**src/sv/fwnt_pkg.sv**
```systemverilog
// Shared types, constants and helpers for the fixed-width number to text block.
// Used by fwnt_bcd_unit and fixed_width_number_to_text_core; no dependencies.
package fwnt_pkg;

  localparam logic [7:0] TEXT_COLUMNS   = 8'd30;
  localparam logic [7:0] TEXT_LINES     = 8'd15;
  localparam logic [7:0] DEC_MAX_DIGITS = 8'd10;
  localparam logic [7:0] HEX_MAX_DIGITS = 8'd8;
  localparam int         NUM_BITS       = 32;
  localparam int         BCD_DIGITS     = 10;
  localparam logic [6:0] CHAR_ZERO      = 7'h30;
  localparam logic [6:0] CHAR_A         = 7'h41;
  localparam logic [3:0] DIGIT_TEN      = 4'd10;
  localparam logic       CMD_DEC        = 1'b0;
  localparam logic       CMD_HEX        = 1'b1;

  typedef enum logic [1:0] {
    ST_IDLE,
    ST_CONV,
    ST_CHECK,
    ST_EMIT
  } state_t;

  typedef struct packed {
    logic load;
    logic hex;
    logic step;
  } bcd_ctrl_t;

  typedef logic [3:0] digit_t;

  function automatic logic [6:0] digit_char(input digit_t d);
    logic [6:0] code;
    if (d < DIGIT_TEN) begin
      code = CHAR_ZERO + {3'b000, d};
    end else begin
      code = CHAR_A + {3'b000, d - DIGIT_TEN};
    end
    return code;
  endfunction

endpackage

```
**src/sv/fwnt_bcd_unit.sv**
```systemverilog
// Shared shift and add-3 unit: turns a 32-bit number into ten BCD digits, one bit a cycle
// on step. In hex mode the number loads straight into the digit register; uses fwnt_pkg.
module fwnt_bcd_unit (
  input  logic                                   clk,
  input  fwnt_pkg::bcd_ctrl_t                    ctrl,
  input  logic [fwnt_pkg::NUM_BITS-1:0]          number,
  output fwnt_pkg::digit_t [fwnt_pkg::BCD_DIGITS-1:0] digits
);

  logic [fwnt_pkg::NUM_BITS-1:0] bin;
  fwnt_pkg::digit_t [fwnt_pkg::BCD_DIGITS-1:0] bcd;
  fwnt_pkg::digit_t [fwnt_pkg::BCD_DIGITS-1:0] adj;

  always_comb begin
    for (int k = 0; k < fwnt_pkg::BCD_DIGITS; k++) begin
      adj[k] = (bcd[k] >= 4'd5) ? bcd[k] + 4'd3 : bcd[k];
    end
  end

  always_ff @(posedge clk) begin
    if (ctrl.load) begin
      bin <= number;
      if (ctrl.hex) begin
        bcd <= {8'h00, number};
      end else begin
        bcd <= '0;
      end
    end else if (ctrl.step) begin
      {bcd, bin} <= {adj[fwnt_pkg::BCD_DIGITS-1:0], bin} << 1;
    end
  end

  assign digits = bcd;

endmodule

```
**src/sv/fixed_width_number_to_text_core.sv**
```systemverilog
// Sequence: a valid decimal request runs the bit-serial shift/add-3 conversion, then a check
// state, then one beat per digit through the output register; hex and invalid requests go
// straight to the check. A new request is accepted only in idle, after the last beat loads.
// Rejected requests give one error beat after the check state.
// Reset (rst, synchronous) returns the sequencer to idle and empties the output register.
// Depends on fwnt_pkg and fwnt_bcd_unit.
module fixed_width_number_to_text_core (
  input  logic        clk,
  input  logic        rst,
  input  logic        in_valid,
  output logic        in_ready,
  input  logic        cmd,
  input  logic [7:0]  text_line,
  input  logic [7:0]  text_column,
  input  logic [31:0] number,
  input  logic [7:0]  digit_count,
  input  logic [15:0] fore_colour,
  input  logic [15:0] back_colour,
  output logic        out_valid,
  input  logic        out_ready,
  output logic        error,
  output logic [6:0]  char_code,
  output logic [3:0]  cell_line,
  output logic [4:0]  cell_column,
  output logic [15:0] out_fore,
  output logic [15:0] out_back,
  output logic        last
);

  fwnt_pkg::state_t    state, state_next;
  fwnt_pkg::bcd_ctrl_t bcd_ctrl;
  fwnt_pkg::digit_t [fwnt_pkg::BCD_DIGITS-1:0] digits;

  logic [4:0]  bit_cnt;
  logic        ok;
  logic [3:0]  count;
  logic [3:0]  line;
  logic [4:0]  col;
  logic [3:0]  pos;
  logic [15:0] fore;
  logic [15:0] back;

  logic        accept;
  logic        req_ok;
  logic [8:0]  run_end;
  logic [7:0]  max_digits;
  logic        high_nonzero;
  logic        out_free;
  logic        load_char;
  logic        load_err;

  assign accept   = in_valid && in_ready;
  assign in_ready = (state == fwnt_pkg::ST_IDLE);
  assign out_free = !out_valid || out_ready;

  assign max_digits = (cmd == fwnt_pkg::CMD_HEX) ? fwnt_pkg::HEX_MAX_DIGITS
                                                 : fwnt_pkg::DEC_MAX_DIGITS;
  assign run_end = {1'b0, text_column} + {1'b0, digit_count};
  assign req_ok  = (text_line != 8'd0) && (text_line <= fwnt_pkg::TEXT_LINES) &&
                   (text_column != 8'd0) && (digit_count != 8'd0) &&
                   (digit_count <= fwnt_pkg::TEXT_COLUMNS) &&
                   (run_end <= {1'b0, fwnt_pkg::TEXT_COLUMNS} + 9'd1) &&
                   (digit_count <= max_digits);

  always_comb begin
    high_nonzero = 1'b0;
    for (int k = 0; k < fwnt_pkg::BCD_DIGITS; k++) begin
      if ((4'(k) >= count) && (digits[k] != 4'd0)) begin
        high_nonzero = 1'b1;
      end
    end
  end

  assign bcd_ctrl.load = accept;
  assign bcd_ctrl.hex  = (cmd == fwnt_pkg::CMD_HEX);
  assign bcd_ctrl.step = (state == fwnt_pkg::ST_CONV);

  fwnt_bcd_unit u_bcd (
    .clk    (clk),
    .ctrl   (bcd_ctrl),
    .number (number),
    .digits (digits)
  );

  always_comb begin
    state_next = state;
    load_char  = 1'b0;
    load_err   = 1'b0;
    case (state)
      fwnt_pkg::ST_IDLE: begin
        if (accept) begin
          if (req_ok && (cmd == fwnt_pkg::CMD_DEC)) begin
            state_next = fwnt_pkg::ST_CONV;
          end else begin
            state_next = fwnt_pkg::ST_CHECK;
          end
        end
      end
      fwnt_pkg::ST_CONV: begin
        if (bit_cnt == 5'(fwnt_pkg::NUM_BITS - 1)) begin
          state_next = fwnt_pkg::ST_CHECK;
        end
      end
      fwnt_pkg::ST_CHECK: begin
        if (!ok || high_nonzero) begin
          if (out_free) begin
            load_err   = 1'b1;
            state_next = fwnt_pkg::ST_IDLE;
          end
        end else begin
          state_next = fwnt_pkg::ST_EMIT;
        end
      end
      fwnt_pkg::ST_EMIT: begin
        if (out_free) begin
          load_char = 1'b1;
          if (pos == 4'd0) begin
            state_next = fwnt_pkg::ST_IDLE;
          end
        end
      end
      default: begin
        state_next = fwnt_pkg::ST_IDLE;
      end
    endcase
  end

  always_ff @(posedge clk) begin
    if (rst) begin
      state <= fwnt_pkg::ST_IDLE;
    end else begin
      state <= state_next;
    end
  end

  always_ff @(posedge clk) begin
    if (accept) begin
      ok      <= req_ok;
      count   <= digit_count[3:0];
      line    <= text_line[3:0];
      fore    <= fore_colour;
      back    <= back_colour;
      bit_cnt <= 5'd0;
    end else if (state == fwnt_pkg::ST_CONV) begin
      bit_cnt <= bit_cnt + 5'd1;
    end
    if (accept) begin
      col <= text_column[4:0];
    end else if (load_char) begin
      col <= col + 5'd1;
    end
    if (state == fwnt_pkg::ST_CHECK) begin
      pos <= count - 4'd1;
    end else if (load_char) begin
      pos <= pos - 4'd1;
    end
  end

  always_ff @(posedge clk) begin
    if (rst) begin
      out_valid <= 1'b0;
    end else if (load_char || load_err) begin
      out_valid <= 1'b1;
    end else if (out_ready) begin
      out_valid <= 1'b0;
    end
  end

  always_ff @(posedge clk) begin
    if (load_err) begin
      error       <= 1'b1;
      char_code   <= 7'd0;
      cell_line   <= 4'd0;
      cell_column <= 5'd0;
      out_fore    <= 16'd0;
      out_back    <= 16'd0;
      last        <= 1'b1;
    end else if (load_char) begin
      error       <= 1'b0;
      char_code   <= fwnt_pkg::digit_char(digits[pos]);
      cell_line   <= line;
      cell_column <= col;
      out_fore    <= fore;
      out_back    <= back;
      last        <= (pos == 4'd0);
    end
  end

  a_err_is_last: assert property (@(posedge clk) disable iff (rst)
    out_valid && error |-> last)
    else $error("error beat without last");

  a_err_zero: assert property (@(posedge clk) disable iff (rst)
    out_valid && error |-> (char_code == 7'd0) && (cell_column == 5'd0))
    else $error("error beat carries character fields");

  a_col_range: assert property (@(posedge clk) disable iff (rst)
    out_valid && !error |-> (cell_column != 5'd0) &&
                            (cell_column <= fwnt_pkg::TEXT_COLUMNS[4:0]))
    else $error("character column out of range");

  a_busy_after_accept: assert property (@(posedge clk) disable iff (rst)
    in_valid && in_ready |=> !in_ready)
    else $error("ready right after accepting a request");

endmodule

```
**config.mk**
```make
export PLATFORM = sky130hd
export DESIGN_NAME = fixed_width_number_to_text_core
export DESIGN_NICKNAME = d
export VERILOG_FILES = /design/src/sv/fwnt_pkg.sv /design/src/sv/fwnt_bcd_unit.sv /design/src/sv/fixed_width_number_to_text_core.sv
export SDC_FILE = /design/constraint.sdc
export NUM_CORES = 1
export LEC_CHECK = 0
export ABC_AREA = 1
export BUFFER_PORTS_ARGS = -buffer_cell sky130_fd_sc_hd__buf_2
export CELL_PAD_IN_SITES_DETAIL_PLACEMENT = 1
export CELL_PAD_IN_SITES_GLOBAL_PLACEMENT = 2
export CORE_MARGIN = 5
export CORE_UTILIZATION = 34
export CTS_CLUSTER_SIZE = 24
export DETAILED_ROUTE_END_ITERATION = 6
export GPL_ROUTABILITY_DRIVEN = 0
export GPL_TIMING_DRIVEN = 1
export PLACE_DENSITY = 0.92
export SKIP_LAST_GASP = 1
export SYNTH_ARGS = -nofsm -noshare
export SYNTH_HDL_FRONTEND = slang
export SYNTH_HIERARCHICAL = 1
export SYNTH_SLANG_ARGS = --single-unit
```
**constraint.sdc**
```tcl
create_clock -name clk -period 4.98 [get_ports clk]
set_input_delay 1.494 -clock clk [delete_from_list [all_inputs] [get_ports clk]]
set_output_delay 1.494 -clock clk [all_outputs]
set_load 0.02 [all_outputs]
```
After elaboration in Yosys (flattened, before gate mapping)
Cells that the tools add are included.
{ "classes": {"n_addsub": 18, "magnitude_cmp": 26, "eq_ne": 9, "muxes": 47, "bitwise": 1, "n_reduce_logical": 43} }
{ "ops": {"columns": ["cell", "n"], "rows": [
  ["two-way mux 32 bit", 3],
  ["two-way mux 40 bit", 2],
  ["two-way mux 4 bit", 12],
  ["greater-or-equal comparator 4 x 3 -> 1 bit, second input constant", 10],
  ["nonzero test 4 bit", 10],
  ["adder 4 x 2 -> 4 bit, second input constant", 9],
  ["nonzero test 8 bit", 3],
  ["logical AND 1 bit", 18],
  ["binary-select mux 4 bit (select 4 bit)", 1],
  ["greater-or-equal comparator 3 x 4 -> 1 bit, first input constant", 4],
  ["two-way mux 1 bit", 16],
  ["two-way mux 2 bit", 8],
  ["adder 5 x 1 -> 5 bit, second input constant", 2],
  ["two-way mux 5 bit", 2],
  ["adder 8 x 8 -> 9 bit", 1],
  ["less-or-equal comparator 9 x 5 -> 1 bit, second input constant", 1],
  ["greater-or-equal comparator 1 x 4 -> 1 bit, first input constant", 2],
  ["greater-or-equal comparator 2 x 4 -> 1 bit, first input constant", 2],
  ["greater-or-equal comparator 4 bit, first input constant", 2],
  ["less-or-equal comparator 8 x 4 -> 1 bit", 1],
  ["less-or-equal comparator 8 x 4 -> 1 bit, second input constant", 1],
  ["less-or-equal comparator 8 x 5 -> 1 bit, second input constant", 1],
  ["case mux 2 bit (4 select lines)", 1],
  ["nonzero test 2 bit", 4],
  ["21 further kinds", 28]
]} }
{ "word_totals": {"reg_bits": 180, "in_bits": 93, "word_cells": 172} }

Longest topological paths before layout
{ "logic_depth": {"depth_word": 17, "ltp_mapped": 16, "ltp_nobuf": 15} }

By module
The synthesis kept the hierarchy.
{ "by_module_without_submodules": {"columns": ["mod", "n_inst", "cells_per_inst", "area_each_um2"], "rows": [
  ["fixed_width_number_to_text_core", 1, 704, 5431.5],
  ["fwnt_bcd_unit", 1, 492, 4164.0]
]} }

Worst setup path after synthesis
OpenSTA, ideal clock, no wires.
{ "synth_path": {"path_kind": "input port to flip-flop", "start": "in in_valid", "end": "reg u_bcd/bin[0] (netlist bit), enable pin", "setup_ps": 399, "t_arrival_ps": 4261, "path_slack_ps": 320, "path_stages": 5, "n_path_buf": 2, "path_cell_list": "nand2_1 > inv_1 > clkbuf_1 > buf_6 > or2_2"} }
{ "synth_between": {"elab_chain_cells": 2} }
{ "synth_lines": {"columns": ["item", "line_no", "source"], "rows": [
  ["from (decl)", "fixed_width_number_to_text_core.sv:10", "input logic in_valid,"],
  ["logical AND 1 bit", "fixed_width_number_to_text_core.sv:52", "assign accept = in_valid && in_ready;"],
  ["via accept", "fixed_width_number_to_text_core.sv:43", "logic accept;"],
  ["nonzero test 2 bit (no line)", null, null],
  ["to (signal assigned)", "fwnt_bcd_unit.sv:22", "bin <= number;"],
  ["to (signal assigned)", "fwnt_bcd_unit.sv:29", "{bcd, bin} <= {adj[fwnt_pkg::BCD_DIGITS-1:0], bin} << 1;"],
  ["to (decl)", "fwnt_bcd_unit.sv:10", "logic [fwnt_pkg::NUM_BITS-1:0] bin;"]
]} }
The timed path passes the listed nets, and every way through them passes these cells.
A chain may end at the register's enable or synchronous reset.

Worst setup path in the final report
{ "layout_path": {"start": "in in_valid", "end": "reg u_bcd.bcd (netlist bit u_bcd/digits[21]), enable pin"} }
{ "layout_between": {"elab_chain_cells": 2} }
{ "layout_lines": {"columns": ["item", "line_no", "source"], "rows": [
  ["logical AND 1 bit", "fixed_width_number_to_text_core.sv:52", null],
  ["nonzero test 2 bit (no line)", null, null],
  ["to (signal assigned)", "fwnt_bcd_unit.sv:24", "bcd <= {8'h00, number};"],
  ["to (signal assigned)", "fwnt_bcd_unit.sv:29", null],
  ["to (decl)", "fwnt_bcd_unit.sv:11", "fwnt_pkg::digit_t [fwnt_pkg::BCD_DIGITS-1:0] bcd;"]
]} }
Every way passes these cells.

==> impl_metrics.py <==
metrics = {
    "run_status": {
        "status": "complete, no violations",
    },
    "clock_tree": {
        "cts.htree.levels": 4,
        "clock_sinks": 180,
        "cts_tree": "done",
        "cts_buffers": 17,
        "clockBufferDepth": 2,
        "post_cts_buffers": 0,
        "cts-root-buf": "clkbuf_16",
        "clock_latency_ns": 0.44,
        "clk_pin_slew_worst_paths_ns": 0.08,
        "cts_resized": 0,
        "cts_hold_buf": 0,
    },
    "pwr": {
        "power.density_nw_per_um2": 602.7,
        "comb_power_share_pct": 38.6,
        "swShare_pct": 42.90,
        "p_int_mw": 3.855,
        "irDropWorstVdd_mv": 0.3280,
        "p_sw_mw": 2.897,
        "p_clk_share_pct": 21.4,
        "p_leak_nw": 5.704,
        "p_seq_share_pct": 40.0,
    },
    "timing": {
        "clock.fmax_mhz": 337.3,
        "finalClockSkew_ns": 0.01817,
        "period_minus_slack_ns": 2.965,
        "finalCritPeriodShare_pct": 59.54,
        "setup_viol": 0,
        "tightestPinTransition_ns": 1.029,
        "tns_ns": 0,
        "maxSlewHeadroom_pct": 31.37,
        "maxSlewViolCount": 0,
        "rsz0062_at_grt": "no",
        "whs_ns": 0.4667,
        "hold_viol": 0,
    },
    "drt": {
        "drtIter0Drc": 401,
        "dr_total_vias": 8140,
        "wl_um": 25880,
        "drt_pass1_iterations": 4,
        "antenna_left": 0,
        "drc": 0,
        "routed_via_density": 4.735,
        "wire_per_inst_um": 15.06,
    },
    "setup_path": {
        "worstPathArrival_ns": 3.08,
        "crit_required_ns": 5.10,
        "r2r_slack_ns": 2.12,
        "path_cells": "buf_2, nand2_1, inv_4, or2_2, buf_12",
        "cp.depth": 5,
        "crit_fanout": 41,
        "critPathMaxStageDelay_ns": 0.59,
        "r2r_start": "count[0]$_DFFE_PP_",
        "rr_endpoint": "char_code[0]$_SDFFE_PP0P_",
        "crit_path_end_kind": "flop",
        "cp_num_buf_inv": 3,
        "cp_slowest_cell": "or2_2",
        "r2r_cells": 15,
        "crit_path_end": "u_bcd/digits[21]$_DFFE_PP_",
        "crit_start": "in_valid",
        "crit_family": "buffers and inverters",
        "critPathKind": "in2reg",
        "startpoint_type": "primary input",
    },
    "logic_synthesis": {
        "synth_nets": 1329,
        "synth_compound_area_share_pct": 5.281,
        "synthCells": 1196,
        "yosys.area.top_type": "edfxtp_1",
        "yosysUniqueCellTypes": 41,
        "synthXorXnorAreaFrac_pct": 0.4564,
        "synthTopCellsByArea": "edfxtp_1 38%, nand2_1 18%, dfxtp_1 12%, inv_1 5.9%, ha_1 5.1%",
        "synth_seq_cells": 180,
        "synth-simple-area-share_pct": 29.21,
        "yosysSeqAreaShare_pct": 50.28,
        "syn_area_per_cell_um2": 8.023,
        "muxShareOfSynthArea_pct": 0.1043,
        "yosys.area.top_type_share_pct": 38.18,
        "synthAdderAreaFrac_pct": 5.294,
        "synth_area_um2": 9595,
        "synth_warnings": 6,
        "synth_top_family_by_area": "simple AND/OR/NAND/NOR gates",
    },
    "floorplanning": {
        "die_x_um": 178.0,
        "fp.coreArea_um2": 27860,
        "die_h_um": 178.0,
        "start_util_pct": 34.44,
        "dieArea_um2": 31680,
        "io_pins": 145,
        "rows": 61,
    },
    "global_routing": {
        "grt_overflow": 0,
        "grt_start_max_net_pins": 66,
        "grt_pass1_wl_um": 41910,
        "grt_usage_pct": 16.36,
        "grt_pass1_vias": 8435,
        "antenna_found_initial": 1,
    },
    "placement": {
        "placed_cell_area_um2": 10560,
        "post-dp-hpwl_um": 18720,
        "io_buffers": 144,
        "post-place-cells": 1685,
    },
    "finish": {
        "fin_util_pct": 40.21,
        "fin_area_um2": 11200,
        "nFillCells": 3418,
        "stdcell_count": 1719,
        "final_nets": 1459,
        "area_growth_pct": 16.74,
        "drive_above_1_share_pct": 15.16,
    },
    "hold_path": {
        "worstHoldPathType": "reg2reg",
    },
    "run": {
        "drv_cap": 0,
    },
}
==> worst min-delay path by stage <==
stage / slack (ns) / from / cells after the start / end
global placement: 0.44 / error$_SDFFE_PP1P_ / 2 / error$_SDFFE_PP1P_
finish: 0.47 / error$_SDFFE_PP1P_ / 2 / error$_SDFFE_PP1P_
detailed placement: 0.46 / error$_SDFFE_PP1P_ / 2 / error$_SDFFE_PP1P_
CTS: 0.47 / error$_SDFFE_PP1P_ / 2 / error$_SDFFE_PP1P_
floorplan: 0.45 / bit_cnt[3]$_SDFFE_PP0P_ / 2 / bit_cnt[3]$_SDFFE_PP0P_
global route: 0.49 / error$_SDFFE_PP1P_ / 2 / error$_SDFFE_PP1P_
==> layout make-up <==
cell class              count  area [µm²]  share of cell area (%)
diodes                      2       5.005                 0.04468
clock buffers              17       425.4                   3.798
clock inverters            15       207.7                   1.854
inverters                 159       601.8                   5.372
multi-input cells         817        3879                   34.63
flip-flops and latches    180        4825                   43.07
well taps                 378       473.0                   4.222
repair buffers            151       785.8                   7.014
==> layer usage <==
metal,up-vias,part of all wire [%],wire (µm),GRT usage (%)
li1,4104,-,-,-
met1,3918,44,11410,20.30
met2,99,52,13420,29.68
met3,19,2.8,736,2.565
met4,0,1.2,323,4.125
met5,-,0,0,0
==> worst reg2reg max path, stage by stage (launching register included) <==
cell and delay [ns]:
edfxtp_1 0.46, inv_1 0.17, ha_1 0.22, inv_1 0.07, nand2_1 0.09, nand2_1 0.07
nand2_1 0.07, nor2_1 0.04, nand2_1 0.07, nand2_1 0.07, nand2_1 0.12, nand3_2 0.77
o21ai_0 0.39, inv_1 0.07, nand2_1 0.07, inv_1 0.03
==> cells in the final DEF (no fill, tap or decap), types with 2 or more instances in the layout <==
master,count
diode_2,2
nor2_1,72
buf_2,144
ha_1,39
o211ai_1,9
clkinv_8,3
nand4_1,24
a21oi_1,30
nand3_1,96
or2_2,3
nand2_4,2
buf_4,6
o22ai_1,10
inv_6,3
o21ai_1,4
nor3_1,5
nand2_1,467
inv_8,2
edfxtp_1,122
inv_1,150
clkbuf_16,17
o21ai_0,35
dfxtp_1,58
inv_12,5
nand2_2,2
inv_2,6
xor2_1,4
inv_4,2
==> flip-flops by register name (all words and copies together), names as in the netlist <==
register      cells
fore             16
pos               4
u_bcd/bin        32
out_fore         16
u_bcd/digits     40
col               5
cell_column       5
out_back         16
count             4
last              1
state             2
out_valid         1
char_code         7
cell_line         4
error             1
back             16
line              4
ok                1
bit_cnt           5
==> cells by family after synthesis <==
kind of cell               Yosys count
and+or+nand+nor                    679
buffers and inverters              199
DFF                                180
AOI/OAI and AO/OA                   92
adders and majority gates           40
xor gates and xnor gates             5
muxes                                1
==> cell usage after synthesis (all sizes together) <==
cell and n:
nor2 74, o21ai 39, fa 1, o22ai 10, mux2i 1, o21a 1, nand4 24, or2 5
xor2 4, nand2 471, o211ai 9, ha 39, nand3b 1, clkinv 1, clkbuf 8, a21oi 31
edfxtp 122, nor3 6, xnor2 1, buf 32, dfxtp 58, and3 1, nand3 97, a32oi 1
inv 158, a31oi 1
==> power groups by stage <==
stage / sequential [mW] / combinational, mW / clock [mW]
5_1_grt: 2.78 / 2.99 / 1.54
3_3_place_gp: 2.72 / 2.51 / 0
2_1_floorplan: 2.74 / 1.85 / 0
4_1_cts: 2.71 / 2.65 / 1.48
3_5_place_dp: 2.73 / 2.62 / 0
6_report: 2.70 / 2.61 / 1.44
==> per-stage QoR <==
step,worst slack (ns),power (mW)
final,2.015,6.752
after global routing,1.799,7.308
after CTS,1.976,6.836
after detailed placement,1.516,5.353
after global placement,1.576,5.235
after floorplan,0.3200,4.591
Power figures use the tool's default switching activity.
